--- src/fpba_pkg.sv ---
// Shared types and codes for the fit-policy block allocator.
// No dependencies; used by the top level, fpba_cmp and the testbench.
package fpba_pkg;

    typedef enum logic [1:0] {
        FIT_FIRST = 2'd0,
        FIT_NEXT  = 2'd1,
        FIT_BEST  = 2'd2,
        FIT_WORST = 2'd3
    } t_fit_mode;

    typedef enum logic [1:0] {
        ST_IDLE,
        ST_SCAN,
        ST_LAST,
        ST_UPDATE
    } t_state;

    localparam logic OP_LOAD  = 1'b0;
    localparam logic OP_ALLOC = 1'b1;

    localparam logic CFG_FIT_MODE = 1'b0;
    localparam logic CFG_BLOCKS   = 1'b1;

    localparam int CFG_DATA_W     = 5;
    localparam int BLOCKS_RESET   = 16;

    // Control from the sequencer to the compare unit.
    typedef struct packed {
        logic clear;   // any accepted input beat; starts a new search
        logic sample;  // read data of one entry is present this cycle
    } t_cmp_ctrl;

endpackage

--- src/fit_policy_block_allocator_top.sv ---
// Top level of the fit-policy block allocator: sequencer, config registers,
// output register. Depends on fpba_pkg, fpba_ram and fpba_cmp.
//
// A load beat writes one table entry. An allocate beat searches n entries,
// n being blocks_in_use capped at NUM_BLOCKS: the sequencer reads one entry
// per cycle from the size table RAM through its single read port, the
// shared compare unit checks each one in the cycle after its read, and the UPDATE
// state writes the reduced size back and loads the result register. The input
// side stalls while an allocate is in progress; a result waiting in the output
// register only holds up the write-back of the next allocate, not loads. Table
// entries hold no reset value and must be loaded before they take part in a
// search.
module fit_policy_block_allocator_top #(
    parameter int NUM_BLOCKS = 16,
    parameter int SIZE_BITS  = 16
) (
    input  logic                          i_clk,
    input  logic                          i_rst_n,
    input  logic                          i_in_valid,
    output logic                          o_in_stall,
    input  logic                          i_op,
    input  logic [3:0]                    i_load_index,
    input  logic [15:0]                   i_size_value,
    output logic                          o_out_valid,
    input  logic                          i_out_stall,
    output logic                          o_granted,
    output logic [3:0]                    o_chosen_block,
    output logic [15:0]                   o_remaining_after,
    input  logic                          i_cfg_valid,
    output logic                          o_cfg_ready,
    input  logic                          i_cfg_index,
    input  logic [fpba_pkg::CFG_DATA_W-1:0] i_cfg_data
);

    localparam int IDX_W = $clog2(NUM_BLOCKS);
    localparam int CNT_W = $clog2(NUM_BLOCKS + 1);

    fpba_pkg::t_state    r_state, n_state;
    fpba_pkg::t_fit_mode r_fit_mode;
    logic [4:0]          r_blocks;
    logic [IDX_W-1:0]    r_next_start;
    logic [SIZE_BITS-1:0] r_req;
    logic [CNT_W-1:0]    r_n;
    logic [IDX_W-1:0]    r_addr;
    logic [CNT_W-1:0]    r_issued;
    logic                r_rd_vld;
    logic [IDX_W-1:0]    r_rd_idx;
    logic                r_out_valid;
    logic                r_out_granted;
    logic [3:0]          r_out_block;
    logic [15:0]         r_out_rem;

    logic                w_accept;
    logic                w_load_ok;
    logic [SIZE_BITS-1:0] w_size;
    logic [31:0]         w_size_ext;
    logic [CNT_W-1:0]    w_n;
    logic [IDX_W-1:0]    w_start;
    logic [CNT_W-1:0]    w_issued_inc;
    logic                w_issue;
    logic                w_commit;
    logic                w_ram_we;
    logic [IDX_W-1:0]    w_ram_waddr;
    logic [SIZE_BITS-1:0] w_ram_wdata;
    logic [SIZE_BITS-1:0] w_rdata;
    logic [SIZE_BITS-1:0] w_diff;
    logic [31:0]         w_diff_ext;
    logic [31:0]         w_best_idx_ext;
    fpba_pkg::t_cmp_ctrl w_cmp_ctrl;
    logic                w_found;
    logic [IDX_W-1:0]    w_best_idx;
    logic [SIZE_BITS-1:0] w_best_val;

    assign w_accept     = i_in_valid && !o_in_stall;
    assign w_size_ext   = {16'b0, i_size_value};
    assign w_size       = w_size_ext[SIZE_BITS-1:0];
    assign w_load_ok    = (32'(i_load_index) < NUM_BLOCKS);
    assign w_n          = (32'(r_blocks) > NUM_BLOCKS) ? CNT_W'(NUM_BLOCKS) : CNT_W'(r_blocks);
    assign w_start      = (r_fit_mode == fpba_pkg::FIT_NEXT &&
                           32'(r_next_start) < 32'(w_n)) ? r_next_start : '0;
    assign w_issued_inc = r_issued + CNT_W'(1);
    assign w_diff       = w_best_val - r_req;
    assign w_diff_ext   = 32'(w_diff);
    assign w_best_idx_ext = 32'(w_best_idx);

    // Next state
    always_comb begin
        n_state = r_state;
        case (r_state)
            fpba_pkg::ST_IDLE: begin
                if (w_accept && i_op == fpba_pkg::OP_ALLOC) begin
                    n_state = (w_n == '0) ? fpba_pkg::ST_UPDATE : fpba_pkg::ST_SCAN;
                end
            end
            fpba_pkg::ST_SCAN: begin
                if (w_issued_inc == r_n) begin
                    n_state = fpba_pkg::ST_LAST;
                end
            end
            fpba_pkg::ST_LAST:   n_state = fpba_pkg::ST_UPDATE;
            fpba_pkg::ST_UPDATE: begin
                if (!(r_out_valid && i_out_stall)) begin
                    n_state = fpba_pkg::ST_IDLE;
                end
            end
            default: n_state = fpba_pkg::ST_IDLE;
        endcase
    end

    // Outputs of the sequencer
    always_comb begin
        o_in_stall  = 1'b1;
        w_issue     = 1'b0;
        w_commit    = 1'b0;
        w_ram_we    = 1'b0;
        w_ram_waddr = w_best_idx;
        w_ram_wdata = w_diff;
        case (r_state)
            fpba_pkg::ST_IDLE: begin
                o_in_stall  = 1'b0;
                w_ram_we    = w_accept && i_op == fpba_pkg::OP_LOAD && w_load_ok;
                w_ram_waddr = IDX_W'(i_load_index);
                w_ram_wdata = w_size;
            end
            fpba_pkg::ST_SCAN: w_issue = 1'b1;
            fpba_pkg::ST_UPDATE: begin
                w_commit = !(r_out_valid && i_out_stall);
                w_ram_we = w_commit && w_found;
            end
            default: ;
        endcase
        w_cmp_ctrl.clear  = w_accept;
        w_cmp_ctrl.sample = r_rd_vld;
    end

    always_ff @(posedge i_clk) begin
        if (!i_rst_n) begin
            r_state      <= fpba_pkg::ST_IDLE;
            r_fit_mode   <= fpba_pkg::FIT_FIRST;
            r_blocks     <= 5'(fpba_pkg::BLOCKS_RESET);
            r_next_start <= '0;
            r_rd_vld     <= 1'b0;
            r_out_valid  <= 1'b0;
        end else begin
            r_state  <= n_state;
            r_rd_vld <= w_issue;
            if (i_cfg_valid && o_cfg_ready) begin
                case (i_cfg_index)
                    fpba_pkg::CFG_FIT_MODE: r_fit_mode <= fpba_pkg::t_fit_mode'(i_cfg_data[1:0]);
                    fpba_pkg::CFG_BLOCKS:   r_blocks   <= i_cfg_data;
                    default: ;
                endcase
            end
            if (w_accept && i_op == fpba_pkg::OP_LOAD && w_load_ok) begin
                r_next_start <= '0;
            end else if (w_commit && w_found && r_fit_mode == fpba_pkg::FIT_NEXT) begin
                r_next_start <= w_best_idx;
            end
            if (w_commit) begin
                r_out_valid <= 1'b1;
            end else if (!i_out_stall) begin
                r_out_valid <= 1'b0;
            end
        end
    end

    // Scan pointers and result payload
    always_ff @(posedge i_clk) begin
        if (w_accept) begin
            r_req    <= w_size;
            r_n      <= w_n;
            r_addr   <= w_start;
            r_issued <= '0;
        end else if (w_issue) begin
            r_rd_idx <= r_addr;
            r_addr   <= (32'(r_addr) + 32'd1 == 32'(r_n)) ? '0 : r_addr + IDX_W'(1);
            r_issued <= w_issued_inc;
        end
        if (w_commit) begin
            r_out_granted <= w_found;
            r_out_block   <= w_found ? w_best_idx_ext[3:0] : 4'd0;
            r_out_rem     <= w_found ? w_diff_ext[15:0] : 16'd0;
        end
    end

    fpba_ram #(
        .WIDTH (SIZE_BITS),
        .DEPTH (NUM_BLOCKS)
    ) u_size_ram (
        .i_clk   (i_clk),
        .i_we    (w_ram_we),
        .i_waddr (w_ram_waddr),
        .i_wdata (w_ram_wdata),
        .i_raddr (r_addr),
        .o_rdata (w_rdata)
    );

    fpba_cmp #(
        .SIZE_BITS (SIZE_BITS),
        .IDX_W     (IDX_W)
    ) u_cmp (
        .i_clk      (i_clk),
        .i_rst_n    (i_rst_n),
        .i_ctrl     (w_cmp_ctrl),
        .i_mode     (r_fit_mode),
        .i_req      (r_req),
        .i_value    (w_rdata),
        .i_idx      (r_rd_idx),
        .o_found    (w_found),
        .o_best_idx (w_best_idx),
        .o_best_val (w_best_val)
    );

    assign o_cfg_ready       = 1'b1;
    assign o_out_valid       = r_out_valid;
    assign o_granted         = r_out_granted;
    assign o_chosen_block    = r_out_block;
    assign o_remaining_after = r_out_rem;

endmodule

--- src/fpba_ram.sv ---
// Generic single-write, single-read RAM with registered read data.
// No dependencies.
module fpba_ram #(
    parameter int WIDTH = 16,
    parameter int DEPTH = 16
) (
    input  logic                     i_clk,
    input  logic                     i_we,
    input  logic [$clog2(DEPTH)-1:0] i_waddr,
    input  logic [WIDTH-1:0]         i_wdata,
    input  logic [$clog2(DEPTH)-1:0] i_raddr,
    output logic [WIDTH-1:0]         o_rdata
);

    logic [WIDTH-1:0] r_mem [DEPTH];
    logic [WIDTH-1:0] r_rdata;

    always_ff @(posedge i_clk) begin
        if (i_we) begin
            r_mem[i_waddr] <= i_wdata;
        end
        r_rdata <= r_mem[i_raddr];
    end

    assign o_rdata = r_rdata;

endmodule

--- src/fpba_cmp.sv ---
// Shared compare unit: checks one entry per cycle against the request and
// keeps the current candidate. Depends on fpba_pkg.
module fpba_cmp #(
    parameter int SIZE_BITS = 16,
    parameter int IDX_W     = 4
) (
    input  logic                 i_clk,
    input  logic                 i_rst_n,
    input  fpba_pkg::t_cmp_ctrl  i_ctrl,
    input  fpba_pkg::t_fit_mode  i_mode,
    input  logic [SIZE_BITS-1:0] i_req,
    input  logic [SIZE_BITS-1:0] i_value,
    input  logic [IDX_W-1:0]     i_idx,
    output logic                 o_found,
    output logic [IDX_W-1:0]     o_best_idx,
    output logic [SIZE_BITS-1:0] o_best_val
);

    logic                 r_found;
    logic [IDX_W-1:0]     r_best_idx;
    logic [SIZE_BITS-1:0] r_best_val;
    logic                 w_fits;
    logic                 w_better;
    logic                 w_take;

    always_comb begin
        w_fits = (i_value >= i_req);
        case (i_mode)
            fpba_pkg::FIT_BEST:  w_better = (i_value < r_best_val);
            fpba_pkg::FIT_WORST: w_better = (i_value > r_best_val);
            default:             w_better = 1'b0;  // first fitting entry in scan order
        endcase
        w_take = i_ctrl.sample && w_fits && (!r_found || w_better);
    end

    always_ff @(posedge i_clk) begin
        if (!i_rst_n) begin
            r_found <= 1'b0;
        end else if (i_ctrl.clear) begin
            r_found <= 1'b0;
        end else if (w_take) begin
            r_found <= 1'b1;
        end
    end

    always_ff @(posedge i_clk) begin
        if (w_take && !i_ctrl.clear) begin
            r_best_idx <= i_idx;
            r_best_val <= i_value;
        end
    end

    assign o_found    = r_found;
    assign o_best_idx = r_best_idx;
    assign o_best_val = r_best_val;

endmodule

--- config.mk ---
export PLATFORM = sky130hd
export DESIGN_NAME = fit_policy_block_allocator_top
export DESIGN_NICKNAME = d
export VERILOG_FILES = /design/src/fpba_pkg.sv /design/src/fit_policy_block_allocator_top.sv /design/src/fpba_ram.sv /design/src/fpba_cmp.sv
export SDC_FILE = /design/constraint.sdc
export NUM_CORES = 1
export LEC_CHECK = 0
export BUFFER_PORTS_ARGS = -buffer_cell sky130_fd_sc_hd__buf_4
export CORE_MARGIN = 10
export CORE_UTILIZATION = 25
export CTS_CLUSTER_SIZE = 28
export DETAILED_ROUTE_END_ITERATION = 8
export HOLD_SLACK_MARGIN = 0.03
export PLACE_DENSITY_LB_ADDON = 0.2
export SYNTH_ARGS = -nofsm -noshare
export SYNTH_HDL_FRONTEND = slang
export SYNTH_SLANG_ARGS = --single-unit
--- constraint.sdc ---
create_clock -name i_clk -period 5.1 [get_ports i_clk]
set_input_delay 1.02 -clock i_clk [delete_from_list [all_inputs] [get_ports i_clk]]
set_output_delay 1.02 -clock i_clk [all_outputs]
set_load 0.01 [all_outputs]
==> impl_metrics.json <==
{
  "antenna_cells": 0,
  "synth.distinct_cells": 61,
  "status": "completed",
  "holdBufCountCts": 0,
  "drtIter0Drc": 634,
  "grt_max_degree": 102,
  "rsz0062_at_grt": "false",
  "numPortBuffers": 54,
  "core_area_mm2": 0.0617,
  "drt-pass1-iter-count": 5,
  "cts_tree": "yes",
  "post-route-util": 0.298,
  "ys_ff_latch": 363,
  "track_usage": 0.106,
  "synth_nets": 1138,
  "end_kind": "flip-flop",
  "ant_nets": 0,
  "r2r_cells": 8,
  "r2r-end": "u_size_ram.r_mem[10][10]$_DFFE_PP_",
  "layout_commonest_cell": "edfxtp_1",
  "layout-drive-gt1-share": 0.181,
  "tightest_slew_ps": 1140,
  "yosysWarnings": 0,
  "synth_top_area_share": 0.627,
  "viasPerCell": 4.40,
  "fin_area_mm2": 0.0184,
  "hpwl_mm": 27.5,
  "fp-row-count": 91,
  "hold_depth": 0,
  "route.vias.total": 8792,
  "finalWeightedCongestion": 0.737,
  "hold_viol_final": 0,
  "crit_slowest_cell": "o21ai_1",
  "synth_edf_count": 326,
  "grt_overflow": 0,
  "critPathLaunchType": "flip-flop",
  "path_cells": "ha_1 > fa_1 > nand2b_1 > a21oi_1 > o211ai_2 > o21bai_1 > xnor2_1 > o21ai_1",
  "peakVddDrop_uv": 387,
  "crit_type": "reg -> reg",
  "synthToLayoutAreaGrowth_pct": 17.8,
  "cts_setup_buffers": 0,
  "nNetsFinal": 1217,
  "crit_family": "compound AO/OA/AOI/OAI gates",
  "drv_cap": 0,
  "synth.area.top_cells": "edfxtp_1 63%, dfxtp_1 4.7%, mux4_2 4.6%",
  "io_pins": 56,
  "cts.sinks": 363,
  "grt_pass1_vias": 8845,
  "layout_common_cells": "326 x edfxtp_1, 77 x buf_4, 73 x nand2_1",
  "worstPathMaxFanout": 16,
  "cts_made_buffers": 41,
  "cts_resized": 0,
  "fin_ws_ps": 1880,
  "power.leakage_nw": 6.46,
  "die_h_um": 270,
  "min_from": "r_rd_idx[0]$_DFFE_PP_",
  "crit_buf_inv": 0,
  "slowest_delay_ps": 860,
  "die_area_mm2": 0.0728,
  "async_flop_share": 0,
  "wirelength_mm": 39.4,
  "fin_crit_sh": 0.632,
  "maxSlewHeadroom": 0.236,
  "fp.dieW_um": 270,
  "htreeDepth": 2,
  "fill_cells": 6205,
  "dp.cells": 1922,
  "layout.cells.non_filler": 1996,
  "drc_errors": 0,
  "synth_cells": 1049,
  "p_total_mw": 9.79,
  "skew_ps": 15.6,
  "clk_pin_slew_ps": 60,
  "r2r-start": "r_req[0]$_DFFE_PP_",
  "drv_slew": 0,
  "synth_flop_cell": "edfxtp_1",
  "whs_ps": 420,
  "placed_cell_area_mm2": 0.0171,
  "wl_per_cell_um": 19.7,
  "yosys.area.top_type": "edfxtp_1",
  "netlist_area_mm2": 0.0156,
  "regArea_mm2": 0.0105,
  "cp.required_ps": 5320,
  "antenna_found_initial": 1,
  "clk_latency_ps": 570,
  "max_freq_mhz": 310,
  "multi_input_area_mm2": 0.00474,
  "powerDensity_mw_per_mm2": 532,
  "preCtsSetupSlack_ps": 1340,
  "clockBufferDepth": 3,
  "grt_pass1_wl_mm": 58.6,
  "start_util": 0.253,
  "arrival_ps": 3440,
  "min_to": "u_cmp.o_best_idx[0]$_DFFE_PP_",
  "ys_seq_area_frac": 0.675,
  "cts_root_buf": "clkbuf_16",
  "r2r_slack_ps": 1880,
  "finalCriticalPeriod_ps": 3220,
  "synth_area_per_cell_um2": 14.9,
  "setup_violations": 0,
  "hold_path_class": "reg -> reg",
  "setup_tns_ps": 0
}
[layer usage]
layer,share of wire,global-route usage,routed length [um]
met5,0,0,0
met1,0.49,0.150,19300
met4,0.018,0.0319,705
met2,0.45,0.161,17700
met3,0.041,0.0201,1630
[worst max-delay path by stage]
stage / from / endpoint / slack (ps) / cells after the start
2_1_floorplan: i_out_stall / u_size_ram.r_mem[8][0]$_DFFE_PP_ / 650 / 5
3_3_place_gp: i_out_stall / u_size_ram.r_mem[9][7]$_DFFE_PP_ / 1380 / 7
3_5_place_dp: i_out_stall / u_size_ram.r_mem[9][7]$_DFFE_PP_ / 1340 / 7
4_1_cts: r_state[0]$_SDFFE_PN0P_ / u_size_ram.r_mem[9][15]$_DFFE_PP_ / 1780 / 8
5_1_grt: r_state[0]$_SDFFE_PN0P_ / u_size_ram.r_mem[9][11]$_DFFE_PP_ / 1500 / 8
6_report: r_req[0]$_DFFE_PP_ / u_size_ram.r_mem[10][10]$_DFFE_PP_ / 1880 / 8
[state kept, by name, summed over array words and instances (netlist names)]
| register | count |
|---|---|
| r_rd_vld | 1 |
| r_rd_idx | 4 |
| r_blocks | 5 |
| o_chosen_block | 4 |
| u_size_ram.o_rdata | 16 |
| r_req | 16 |
| r_next_start | 4 |
| o_granted | 1 |
| r_fit_mode | 2 |
| u_cmp.o_found | 1 |
| o_out_valid | 1 |
| u_cmp.o_best_val | 16 |
| u_size_ram.r_mem | 256 |
| r_addr | 4 |
| o_remaining_after | 16 |
| r_n | 5 |
| r_state | 2 |
| u_cmp.o_best_idx | 4 |
| r_issued | 5 |
[final cells by class]
cell class                      instances  share of cell area
Timing Repair Buffer                   78              0.0325
Sequential cell                       363               0.573
Clock buffer                           52              0.0586
Inverter                               48             0.00980
Multi-Input combinational cell        596               0.258
Clock inverter                         22              0.0112
Tap cell                              837              0.0570
[cell usage after synthesis, drive strengths merged (4+ instances only)]
cell type  count
nor2          54
buf           19
o211ai         5
nand2         73
nand3         18
nor2b          9
a211oi         5
a22o           4
dfxtp         37
nand2b        12
a21o           9
inv           46
clkbuf        23
mux2          13
o21ai         61
edfxtp       326
o31ai          4
and2           6
nor3           9
mux2i         60
xor2          15
nor3b          4
ha            56
mux4          32
a31oi          4
xnor2         11
a21oi         50
a221oi        19
and3           5
nand4          8
a22oi         16
a21boi         8
[report_power, final]
group          internal (mW)  switching, mW
Sequential              3.77          0.142
Clock                   1.66           1.21
Combinational           1.05           1.96
[cells by family (layout without fill, tap and decap cells)]
family / after synthesis / in the layout / share of synthesized area
and+or+nand+nor: 206 / 206 / 0.0612
adders and majority gates: 57 / 57 / 0.0462
buffers and inverters: 90 / 200 / 0.0259
muxes: 105 / 105 / 0.0940
AOI/OAI and AO/OA: 201 / 201 / 0.0834
xor gates and xnor gates: 26 / 26 / 0.0146
DFF: 363 / 363 / 0.675
other: 1 / 1 / 0.000240
No activity file was read; power rests on OpenSTA's default activity.
